`config.mk`:
```
export PLATFORM = sky130hd
export DESIGN_NAME = dual_stack_shared_cell_pool
export DESIGN_NICKNAME = d
export VERILOG_FILES = /design/src/hw/rtl/dscp_pkg.sv /design/src/hw/rtl/dscp_cell_mem.sv /design/src/hw/rtl/dscp_stack_ctrl.sv /design/src/hw/rtl/dual_stack_shared_cell_pool.sv
export SDC_FILE = /design/constraint.sdc
export NUM_CORES = 2
export LEC_CHECK = 0
export ABC_AREA = 0
export BUFFER_PORTS_ARGS = -buffer_cell sky130_fd_sc_hd__buf_2
export CORE_MARGIN = 3
export CORE_UTILIZATION = 40
export DETAILED_ROUTE_END_ITERATION = 12
export GPL_TIMING_DRIVEN = 0
export SYNTH_ARGS = -nofsm -noshare
export SYNTH_HDL_FRONTEND = slang
export SYNTH_HIERARCHICAL = 1
export SYNTH_SLANG_ARGS = --single-unit
```
`constraint.sdc`:
```
create_clock -name clock -period 7.52 [get_ports clock]
set_clock_uncertainty 0.15 [all_clocks]
set_input_delay 0.376 -clock clock [delete_from_list [all_inputs] [get_ports clock]]
set_output_delay 0.376 -clock clock [all_outputs]
set_load 0.01 [all_outputs]
```
`src/hw/rtl/dscp_pkg.sv`:
```
// dscp_pkg: types, codes and sizes shared by the dual stack cell pool
// no dependencies; imported by every module of the block
package dscp_pkg;

   // pool geometry
   localparam int POOL_CELLS = 64;
   localparam int DATA_BITS  = 32;
   localparam int CELL_BITS  = $clog2(POOL_CELLS);
   localparam int COUNT_BITS = $clog2(POOL_CELLS + 1);

   // fixed field widths of the item channels
   localparam int OP_W     = 2;
   localparam int STATUS_W = 2;
   localparam int TOP_W    = 32;
   localparam int COUNT_W  = 7;

   // operation codes
   localparam logic [OP_W-1:0] OP_PUSH    = 2'd0;
   localparam logic [OP_W-1:0] OP_POP     = 2'd1;
   localparam logic [OP_W-1:0] OP_MOVE    = 2'd2;
   localparam logic [OP_W-1:0] OP_RESTORE = 2'd3;

   // status codes
   localparam logic [STATUS_W-1:0] ST_DONE  = 2'd0;
   localparam logic [STATUS_W-1:0] ST_EMPTY = 2'd1;
   localparam logic [STATUS_W-1:0] ST_FULL  = 2'd2;

   typedef logic [CELL_BITS-1:0]  cell_idx_type;
   typedef logic [COUNT_BITS-1:0] count_type;
   typedef logic [DATA_BITS-1:0]  word_type;

   typedef struct packed {
      logic [OP_W-1:0]         op;
      logic signed [TOP_W-1:0] value;
   } req_type;

   typedef struct packed {
      logic [STATUS_W-1:0]     status;
      logic signed [TOP_W-1:0] main_top;
      logic                    main_empty;
      logic                    trash_empty;
      logic [COUNT_W-1:0]      main_count;
      logic [COUNT_W-1:0]      trash_count;
   } rsp_type;

   // write and read requests towards the cell memories
   typedef struct packed {
      logic         link_we;
      cell_idx_type link_waddr;
      cell_idx_type link_wdata;
      cell_idx_type link_raddr;
      logic         data_we;
      cell_idx_type data_waddr;
      word_type     data_wdata;
      logic         data_re;
      cell_idx_type data_raddr;
   } mem_req_type;

   // data word as seen on the result channel, sign-extended
   function automatic logic signed [TOP_W-1:0] word_to_top(word_type w);
      return TOP_W'($signed(w));
   endfunction

   // pushed value as stored in a cell
   function automatic word_type value_to_word(logic signed [TOP_W-1:0] v);
      return DATA_BITS'(v);
   endfunction

endpackage

```
`src/hw/rtl/dscp_cell_mem.sv`:
```
// dscp_cell_mem: data and link memories of the shared cell pool
// one write and one registered read per memory each cycle; uses dscp_pkg
module dscp_cell_mem
   import dscp_pkg::*;
(
   input  logic         clock,
   input  mem_req_type  mem_req,
   output cell_idx_type link_rd,
   output word_type     data_rd
);

   cell_idx_type cell_link_ff [POOL_CELLS];
   word_type     cell_data_ff [POOL_CELLS];
   cell_idx_type link_rd_ff;
   word_type     data_rd_ff;

   // link memory: read every cycle, old contents on a same-address write
   always_ff @(posedge clock) begin
      if (mem_req.link_we) begin
         cell_link_ff[mem_req.link_waddr] <= mem_req.link_wdata;
      end
      link_rd_ff <= cell_link_ff[mem_req.link_raddr];
   end

   // data memory: read held until the next head change needs a new word
   always_ff @(posedge clock) begin
      if (mem_req.data_we) begin
         cell_data_ff[mem_req.data_waddr] <= mem_req.data_wdata;
      end
      if (mem_req.data_re) begin
         data_rd_ff <= cell_data_ff[mem_req.data_raddr];
      end
   end

   assign link_rd = link_rd_ff;
   assign data_rd = data_rd_ff;

endmodule

```
`src/hw/rtl/dscp_stack_ctrl.sv`:
```
// dscp_stack_ctrl: head, count and watermark registers of both stacks and the free list
// issues cell memory requests and forms the result fields; uses dscp_pkg
module dscp_stack_ctrl
   import dscp_pkg::*;
(
   input  logic         clock,
   input  logic         reset,
   input  logic         accept,
   input  req_type      req,
   input  cell_idx_type link_rd,
   input  word_type     data_rd,
   output mem_req_type  mem_req,
   output rsp_type      rsp
);

   // which cached link the registered memory read replaces next cycle
   localparam logic [1:0] SEL_NONE  = 2'd0;
   localparam logic [1:0] SEL_MAIN  = 2'd1;
   localparam logic [1:0] SEL_TRASH = 2'd2;
   localparam logic [1:0] SEL_FREE  = 2'd3;

   localparam count_type COUNT_ONE  = count_type'(1);
   localparam count_type COUNT_FULL = count_type'(POOL_CELLS);

   cell_idx_type main_head_ff, main_head_in;
   cell_idx_type trash_head_ff, trash_head_in;
   cell_idx_type free_head_ff, free_head_in;
   cell_idx_type main_next_ff, main_next_in;
   cell_idx_type trash_next_ff, trash_next_in;
   cell_idx_type free_next_ff, free_next_in;
   logic [1:0]   rd_sel_ff, rd_sel_in;
   count_type    fresh_ff, fresh_in;
   count_type    main_cells_ff, main_cells_in;
   count_type    trash_cells_ff, trash_cells_in;
   logic [STATUS_W-1:0] status_ff, status_in;
   word_type     pushed_ff, pushed_in;
   logic         top_mem_ff, top_mem_in;

   cell_idx_type main_next, trash_next, free_next;
   cell_idx_type new_cell;
   logic [COUNT_BITS:0] used_cells;
   logic         have_free;
   logic         pool_full;

   // link below each head: fresh from the memory or from the cache
   assign main_next  = (rd_sel_ff == SEL_MAIN)  ? link_rd : main_next_ff;
   assign trash_next = (rd_sel_ff == SEL_TRASH) ? link_rd : trash_next_ff;
   assign free_next  = (rd_sel_ff == SEL_FREE)  ? link_rd : free_next_ff;

   // free list holds cells whenever the watermark is ahead of the stacks
   assign used_cells = {1'b0, main_cells_ff} + {1'b0, trash_cells_ff};
   assign have_free  = {1'b0, fresh_ff} > used_cells;
   assign pool_full  = (fresh_ff == COUNT_FULL);
   assign new_cell   = have_free ? free_head_ff : fresh_ff[CELL_BITS-1:0];

   // one operation per accepted item
   always_comb begin
      main_head_in   = main_head_ff;
      trash_head_in  = trash_head_ff;
      free_head_in   = free_head_ff;
      main_next_in   = main_next;
      trash_next_in  = trash_next;
      free_next_in   = free_next;
      rd_sel_in      = SEL_NONE;
      fresh_in       = fresh_ff;
      main_cells_in  = main_cells_ff;
      trash_cells_in = trash_cells_ff;
      status_in      = status_ff;
      pushed_in      = pushed_ff;
      top_mem_in     = top_mem_ff;
      mem_req        = '0;
      if (accept) begin
         status_in = ST_DONE;
         unique case (req.op)
            OP_PUSH: begin
               if (have_free || !pool_full) begin
                  if (have_free) begin
                     free_head_in       = free_next;
                     mem_req.link_raddr = free_next;
                     rd_sel_in          = SEL_FREE;
                  end else begin
                     fresh_in = fresh_ff + COUNT_ONE;
                  end
                  mem_req.link_we    = 1'b1;
                  mem_req.link_waddr = new_cell;
                  mem_req.link_wdata = main_head_ff;
                  mem_req.data_we    = 1'b1;
                  mem_req.data_waddr = new_cell;
                  mem_req.data_wdata = value_to_word(req.value);
                  main_head_in       = new_cell;
                  main_next_in       = main_head_ff;
                  main_cells_in      = main_cells_ff + COUNT_ONE;
                  pushed_in          = value_to_word(req.value);
                  top_mem_in         = 1'b0;
               end else begin
                  status_in = ST_FULL;
               end
            end
            OP_POP: begin
               if (main_cells_ff == '0) begin
                  status_in = ST_EMPTY;
               end else begin
                  // head cell goes onto the free list
                  mem_req.link_we    = 1'b1;
                  mem_req.link_waddr = main_head_ff;
                  mem_req.link_wdata = free_head_ff;
                  mem_req.link_raddr = main_next;
                  mem_req.data_re    = 1'b1;
                  mem_req.data_raddr = main_next;
                  rd_sel_in          = SEL_MAIN;
                  main_head_in       = main_next;
                  free_head_in       = main_head_ff;
                  free_next_in       = free_head_ff;
                  main_cells_in      = main_cells_ff - COUNT_ONE;
                  top_mem_in         = 1'b1;
               end
            end
            OP_MOVE: begin
               if (main_cells_ff == '0) begin
                  status_in = ST_EMPTY;
               end else begin
                  mem_req.link_we    = 1'b1;
                  mem_req.link_waddr = main_head_ff;
                  mem_req.link_wdata = trash_head_ff;
                  mem_req.link_raddr = main_next;
                  mem_req.data_re    = 1'b1;
                  mem_req.data_raddr = main_next;
                  rd_sel_in          = SEL_MAIN;
                  main_head_in       = main_next;
                  trash_head_in      = main_head_ff;
                  trash_next_in      = trash_head_ff;
                  main_cells_in      = main_cells_ff - COUNT_ONE;
                  trash_cells_in     = trash_cells_ff + COUNT_ONE;
                  top_mem_in         = 1'b1;
               end
            end
            OP_RESTORE: begin
               if (trash_cells_ff == '0) begin
                  status_in = ST_EMPTY;
               end else begin
                  mem_req.link_we    = 1'b1;
                  mem_req.link_waddr = trash_head_ff;
                  mem_req.link_wdata = main_head_ff;
                  mem_req.link_raddr = trash_next;
                  mem_req.data_re    = 1'b1;
                  mem_req.data_raddr = trash_head_ff;
                  rd_sel_in          = SEL_TRASH;
                  trash_head_in      = trash_next;
                  main_head_in       = trash_head_ff;
                  main_next_in       = main_head_ff;
                  trash_cells_in     = trash_cells_ff - COUNT_ONE;
                  main_cells_in      = main_cells_ff + COUNT_ONE;
                  top_mem_in         = 1'b1;
               end
            end
            default: begin
               status_in = ST_DONE;
            end
         endcase
      end
   end

   // control state
   always_ff @(posedge clock) begin
      if (reset) begin
         main_head_ff   <= '0;
         trash_head_ff  <= '0;
         free_head_ff   <= '0;
         rd_sel_ff      <= SEL_NONE;
         fresh_ff       <= '0;
         main_cells_ff  <= '0;
         trash_cells_ff <= '0;
      end else begin
         main_head_ff   <= main_head_in;
         trash_head_ff  <= trash_head_in;
         free_head_ff   <= free_head_in;
         rd_sel_ff      <= rd_sel_in;
         fresh_ff       <= fresh_in;
         main_cells_ff  <= main_cells_in;
         trash_cells_ff <= trash_cells_in;
      end
   end

   // cached links and result payload
   always_ff @(posedge clock) begin
      main_next_ff  <= main_next_in;
      trash_next_ff <= trash_next_in;
      free_next_ff  <= free_next_in;
      status_ff     <= status_in;
      pushed_ff     <= pushed_in;
      top_mem_ff    <= top_mem_in;
   end

   // result fields, top word from the pushed value or the data read
   always_comb begin
      rsp.status      = status_ff;
      rsp.main_empty  = (main_cells_ff == '0);
      rsp.trash_empty = (trash_cells_ff == '0);
      rsp.main_count  = COUNT_W'(main_cells_ff);
      rsp.trash_count = COUNT_W'(trash_cells_ff);
      if (main_cells_ff == '0) begin
         rsp.main_top = '0;
      end else if (top_mem_ff) begin
         rsp.main_top = word_to_top(data_rd);
      end else begin
         rsp.main_top = word_to_top(pushed_ff);
      end
   end

endmodule

```
`src/hw/rtl/dual_stack_shared_cell_pool.sv`:
```
// dual_stack_shared_cell_pool: top level, item handshake and result register
// uses dscp_pkg, dscp_stack_ctrl and dscp_cell_mem
//
// Two linked stacks (main and trash) share one pool of POOL_CELLS cells with a
// free list and an allocation watermark. Each item carries push, pop, move to
// trash or restore and gives one result: status, the word now on top of main,
// and the cell counts of both stacks. An item is taken in every cycle in which
// the result register is empty or is being taken, and its result appears in the
// cycle after acceptance. This rate is set by the head update loop: the link of
// each head is cached in a register, and the one head that follows a link per
// item has its next link fetched through the registered read port of the link
// memory during the same cycle. Cell memories need no clearing after reset:
// only cells already written are ever read.
module dual_stack_shared_cell_pool
   import dscp_pkg::*;
(
   input  logic    clock,
   input  logic    reset,
   input  logic    req_valid,
   output logic    req_stall,
   input  req_type req_data,
   output logic    rsp_valid,
   input  logic    rsp_stall,
   output rsp_type rsp_data
);

   logic         rsp_valid_ff, rsp_valid_in;
   logic         accept;
   mem_req_type  mem_req;
   cell_idx_type link_rd;
   word_type     data_rd;

   // take an item whenever the result register frees up this cycle
   assign req_stall = reset | (rsp_valid_ff & rsp_stall);
   assign accept    = req_valid & ~req_stall;

   assign rsp_valid_in = accept | (rsp_valid_ff & rsp_stall);

   always_ff @(posedge clock) begin
      if (reset) begin
         rsp_valid_ff <= 1'b0;
      end else begin
         rsp_valid_ff <= rsp_valid_in;
      end
   end

   assign rsp_valid = rsp_valid_ff;

   dscp_stack_ctrl u_ctrl (
      .clock   (clock),
      .reset   (reset),
      .accept  (accept),
      .req     (req_data),
      .link_rd (link_rd),
      .data_rd (data_rd),
      .mem_req (mem_req),
      .rsp     (rsp_data)
   );

   dscp_cell_mem u_mem (
      .clock   (clock),
      .mem_req (mem_req),
      .link_rd (link_rd),
      .data_rd (data_rd)
   );

endmodule

```
==> flow_metrics.py <==
metrics = {
    "pwr": {
        "power.density_mw_per_mm2": 262,
        "finalPower_mw": 30.7,
        "irDropWorstVdd_uv": 272,
        "leakagePower_nw": 38.9,
    },
    "clock_tree": {
        "clk_pin_slew_worst_paths_ns": 0.06,
        "cts_buffer_depth": 4,
        "cts_tree": "yes",
        "clkLatencyLatePin_ns": 0.92,
        "cts.sinks": 2565,
        "htree_levels": 5,
        "postCtsResizedCells": 0,
        "numCtsBuffers": 280,
        "ctsRootBufferMaster": "clkbuf_16",
    },
    "setup_path": {
        "path_delay_family": "simple AND/OR/NAND/NOR gates",
        "crit_arrival_ns": 7.65,
        "startpoint": "u_ctrl/trash_cells_ff[0]",
        "worst_path_max_delay_cell": "nor2_4",
        "crit_type": "flip-flop to flip-flop",
        "worstPathRequired_ns": 7.98,
        "cp_max_fo": 20,
        "r2r_start": "u_ctrl/trash_cells_ff[0]",
        "worst-r2r-setup-slack_ns": 0.33,
        "path_buf_inv": 3,
        "cp_cell_sequence": "ha_1 -> fa_1 -> a21o_1 -> a21oi_1 -> o21bai_1 -> a21oi_1 -> xor2_1 -> ha_1 -> nor4_1 -> a21o_1 -> o31ai_4 -> nand3_2 -> inv_1 -> buf_2 -> nor2b_1 -> nand3_1 -> nor2_4 -> buf_12",
        "crit_path_start_kind": "flip-flop",
        "cp_slowest_stage_delay_ns": 0.95,
        "crit_path_end_kind": "flip-flop",
    },
    "floorplanning": {
        "num_rows": 183,
        "die_w_microns": 507,
        "die_area_sq_mm": 0.257,
        "start_util_pct": 40.3,
        "ios": 90,
        "core-area_sq_mm": 0.249,
        "chipHeight_microns": 507,
    },
    "synth": {
        "synth-xor-area-share_pct": 0.122,
        "muxShareOfSynthArea_pct": 14.9,
        "synth-edff-count": 2499,
        "async_flop_share_pct": 0,
        "syn_area_sq_mm": 0.100,
        "synth_seq_cells": 2565,
        "synth-compound-area-share_pct": 3.70,
        "yosys_warnings": 6,
        "seq_area_frac_synth_pct": 76.2,
        "synth_top_family_by_area": "multiplexers",
        "syn-num-nets": 4922,
        "synth_fa_ha_area_share_pct": 0.447,
        "synthCells": 4850,
        "synth_ff_type": "edfxtp_1",
        "yosys.area_share.simple_pct": 3.16,
        "syn_area_per_cell_sq_um": 20.7,
        "ys_types": 80,
    },
    "grt": {
        "grt_pass1_wl_microns": 410000,
        "track_usage_pct": 22.6,
        "grt_overflow": 0,
        "grt_pass1_vias": 53400,
        "antenna_found_initial": 13,
        "grt_max_degree": 65,
    },
    "timing": {
        "setup_violations": 0,
        "post-route-period-util_pct": 95.6,
        "max-slew-margin-rel_pct": 0.692,
        "fmax_mhz": 139,
        "tightest_slew_ns": 1.48,
        "final-max-slew-violation-count": 0,
        "hold_viol": 0,
        "final.setup.worst_slack_ns": 0.328,
        "finalCriticalPeriod_ns": 7.19,
        "timing.hold.ws_ns": 0.205,
        "rsz0062_at_grt": "no",
        "finalSetupTns_ns": 0,
    },
    "detailed_routing": {
        "routed_wl_microns": 294000,
        "drcViolationCount": 0,
        "via_per_inst": 6.03,
        "dr.pass1.iters": 6,
        "ant_nets": 0,
        "dr.first_iter.drc_count": 7452,
        "routedWlPerCell_microns": 32.9,
        "vias": 53800,
    },
    "placement": {
        "place_inst": 8377,
        "portBuffers": 89,
        "gp_congestion": 0.883,
        "placed_area_sq_mm": 0.108,
        "pre_cts_slack_ns": 0.516,
        "dp_hpwl_microns": 196000,
    },
    "outcome": {
        "violations": "capacitance limit",
        "outcome": "finished with violations",
    },
    "finish": {
        "fin_util_pct": 47.0,
        "multi_input_area_sq_mm": 0.0230,
        "fillers": 20500,
        "drive_above_1_share_pct": 26.0,
        "ff_latch_area_sq_mm": 0.0764,
        "fin_area_sq_mm": 0.117,
        "layout.cells.non_filler": 8922,
        "fin_nets": 5473,
        "area_growth_pct": 16.7,
    },
    "worst_hold_path": {
        "worstHoldStart": "req_data[32]",
        "holdCritPathClass": "primary input to flip-flop",
    },
    "job": {
        "cap_viol_max_count": 1,
    },
}
-- layout by cell type, fill, tap and decap left out, drive strengths merged, types with 16 or more instances in the layout --
master and count:
inv 37, o21ai 35, nor2b 40, nand3 60, nor4 24, edfxtp 2499, and2 39, mux2i 112
nor2 229, dfxtp 66, dlygate4sd3 70, clkbuf 460, nand2 136, mux2 23, clkinv 109, buf 345
mux4 600, ha 31, a21oi 107, nor3 44, and3 19, o221ai 45, a22oi 41, o22ai 148
a31oi 21, a211oi 16, bufinv 20
-- final timing paths --
path / end / depth (start not counted)
worst min register to register: u_ctrl/fresh_ff[6] / 2
worst max-delay path: u_mem/cell_data_ff[45][29] / 18
worst min-delay path: u_ctrl/trash_cells_ff[5] / 7
worst max register to register: u_mem/cell_data_ff[45][29] / 18
-- cell type report --
cell class | count | area share, %
diodes | 2 | 0.00428
plain buffers | 275 | 1.23
clock buffers | 331 | 6.24
clock inverters | 140 | 1.05
inverters | 33 | 0.114
multi-input cells | 1977 | 19.6
flip-flops and latches | 2565 | 65.2
well taps | 3330 | 3.56
repair buffers | 269 | 2.91
-- state kept, by name, indices dropped and copies added (netlist names), 2 cells and up --
signal and flops:
u_ctrl/free_head_ff 6, u_ctrl/free_next_ff 6, u_ctrl/fresh_ff 7, u_ctrl/main_cells_ff 7, u_ctrl/main_head_ff 6, u_ctrl/main_next_ff 6, u_ctrl/pushed_ff 32, u_ctrl/rd_sel_ff 2
u_ctrl/status_ff 2, u_ctrl/trash_cells_ff 7, u_ctrl/trash_head_ff 6, u_ctrl/trash_next_ff 6, u_mem/cell_data_ff 2048, u_mem/cell_link_ff 384, u_mem/data_rd 32, u_mem/link_rd 6
-- where the power goes --
part           switching (mW)  total, mW  internal [mW]  leakage, nW
Clock                    5.42       13.0           7.59         4.19
Sequential             0.0509       15.6           15.6         25.9
Combinational            1.34       2.03          0.690         8.77
-- cells by family (layout without fill, tap and decap cells) --
family | Yosys count | in the layout
AOI/OAI and AO/OA | 536 | 536
xor gates and xnor gates | 14 | 14
adders and majority gates | 34 | 34
buffers and inverters | 308 | 1048
DFF | 2565 | 2565
muxes | 735 | 735
other | 0 | 2
and+or+nand+nor | 658 | 658
-- tightest hold or removal path: stages --
cell	delay (ns)
buf_2	0.13
inv_1	0.12
ha_1	0.21
nand2_1	0.08
o2111ai_1	0.13
or4_1	0.13
nand3_1	0.05
-- Yosys cell counts (14+ instances only) --
cell type  count  area share, %
o21ai_0       24           0.12
nand2_1      134           0.50
buf_6         16           0.18
mux2_2        21           0.24
edfxtp_1    2499             75
nand2b_1      15          0.094
buf_1         19          0.071
o221ai_1      45           0.39
and2_1        39           0.24
nor2b_1       40           0.25
ha_1          31           0.39
a21oi_1      107           0.53
o22a_1        15           0.13
o22ai_1      148           0.92
nor3_1        44           0.22
clkbuf_1     129           0.48
mux2i_1      112            1.1
buf_4         45           0.34
and3_1        19           0.12
inv_1         29           0.11
buf_2         63           0.31
a31oi_1       21           0.13
nor2_1       228           0.85
dfxtp_1       66            1.3
a22oi_1       41           0.31
o21a_1        15           0.11
mux4_2       600             13
a211oi_1      14           0.10
nor4_1        24           0.15
nand3_1       59           0.29
-- routing by layer --
metal	routed length (microns)	track usage (%)	up-vias
met5	41	0	-
met4	13000	9.04	6
met3	28300	4.99	568
met2	139000	35.7	2925
met1	113000	30.6	28900
li1	-	-	21400
-- timing repair --
item / CTS / global route
hold buffers: 70 / 0
hold endpoints to repair: 223 / 0
buffers inserted: 0 / 0
Power figures use the tool's default switching activity.
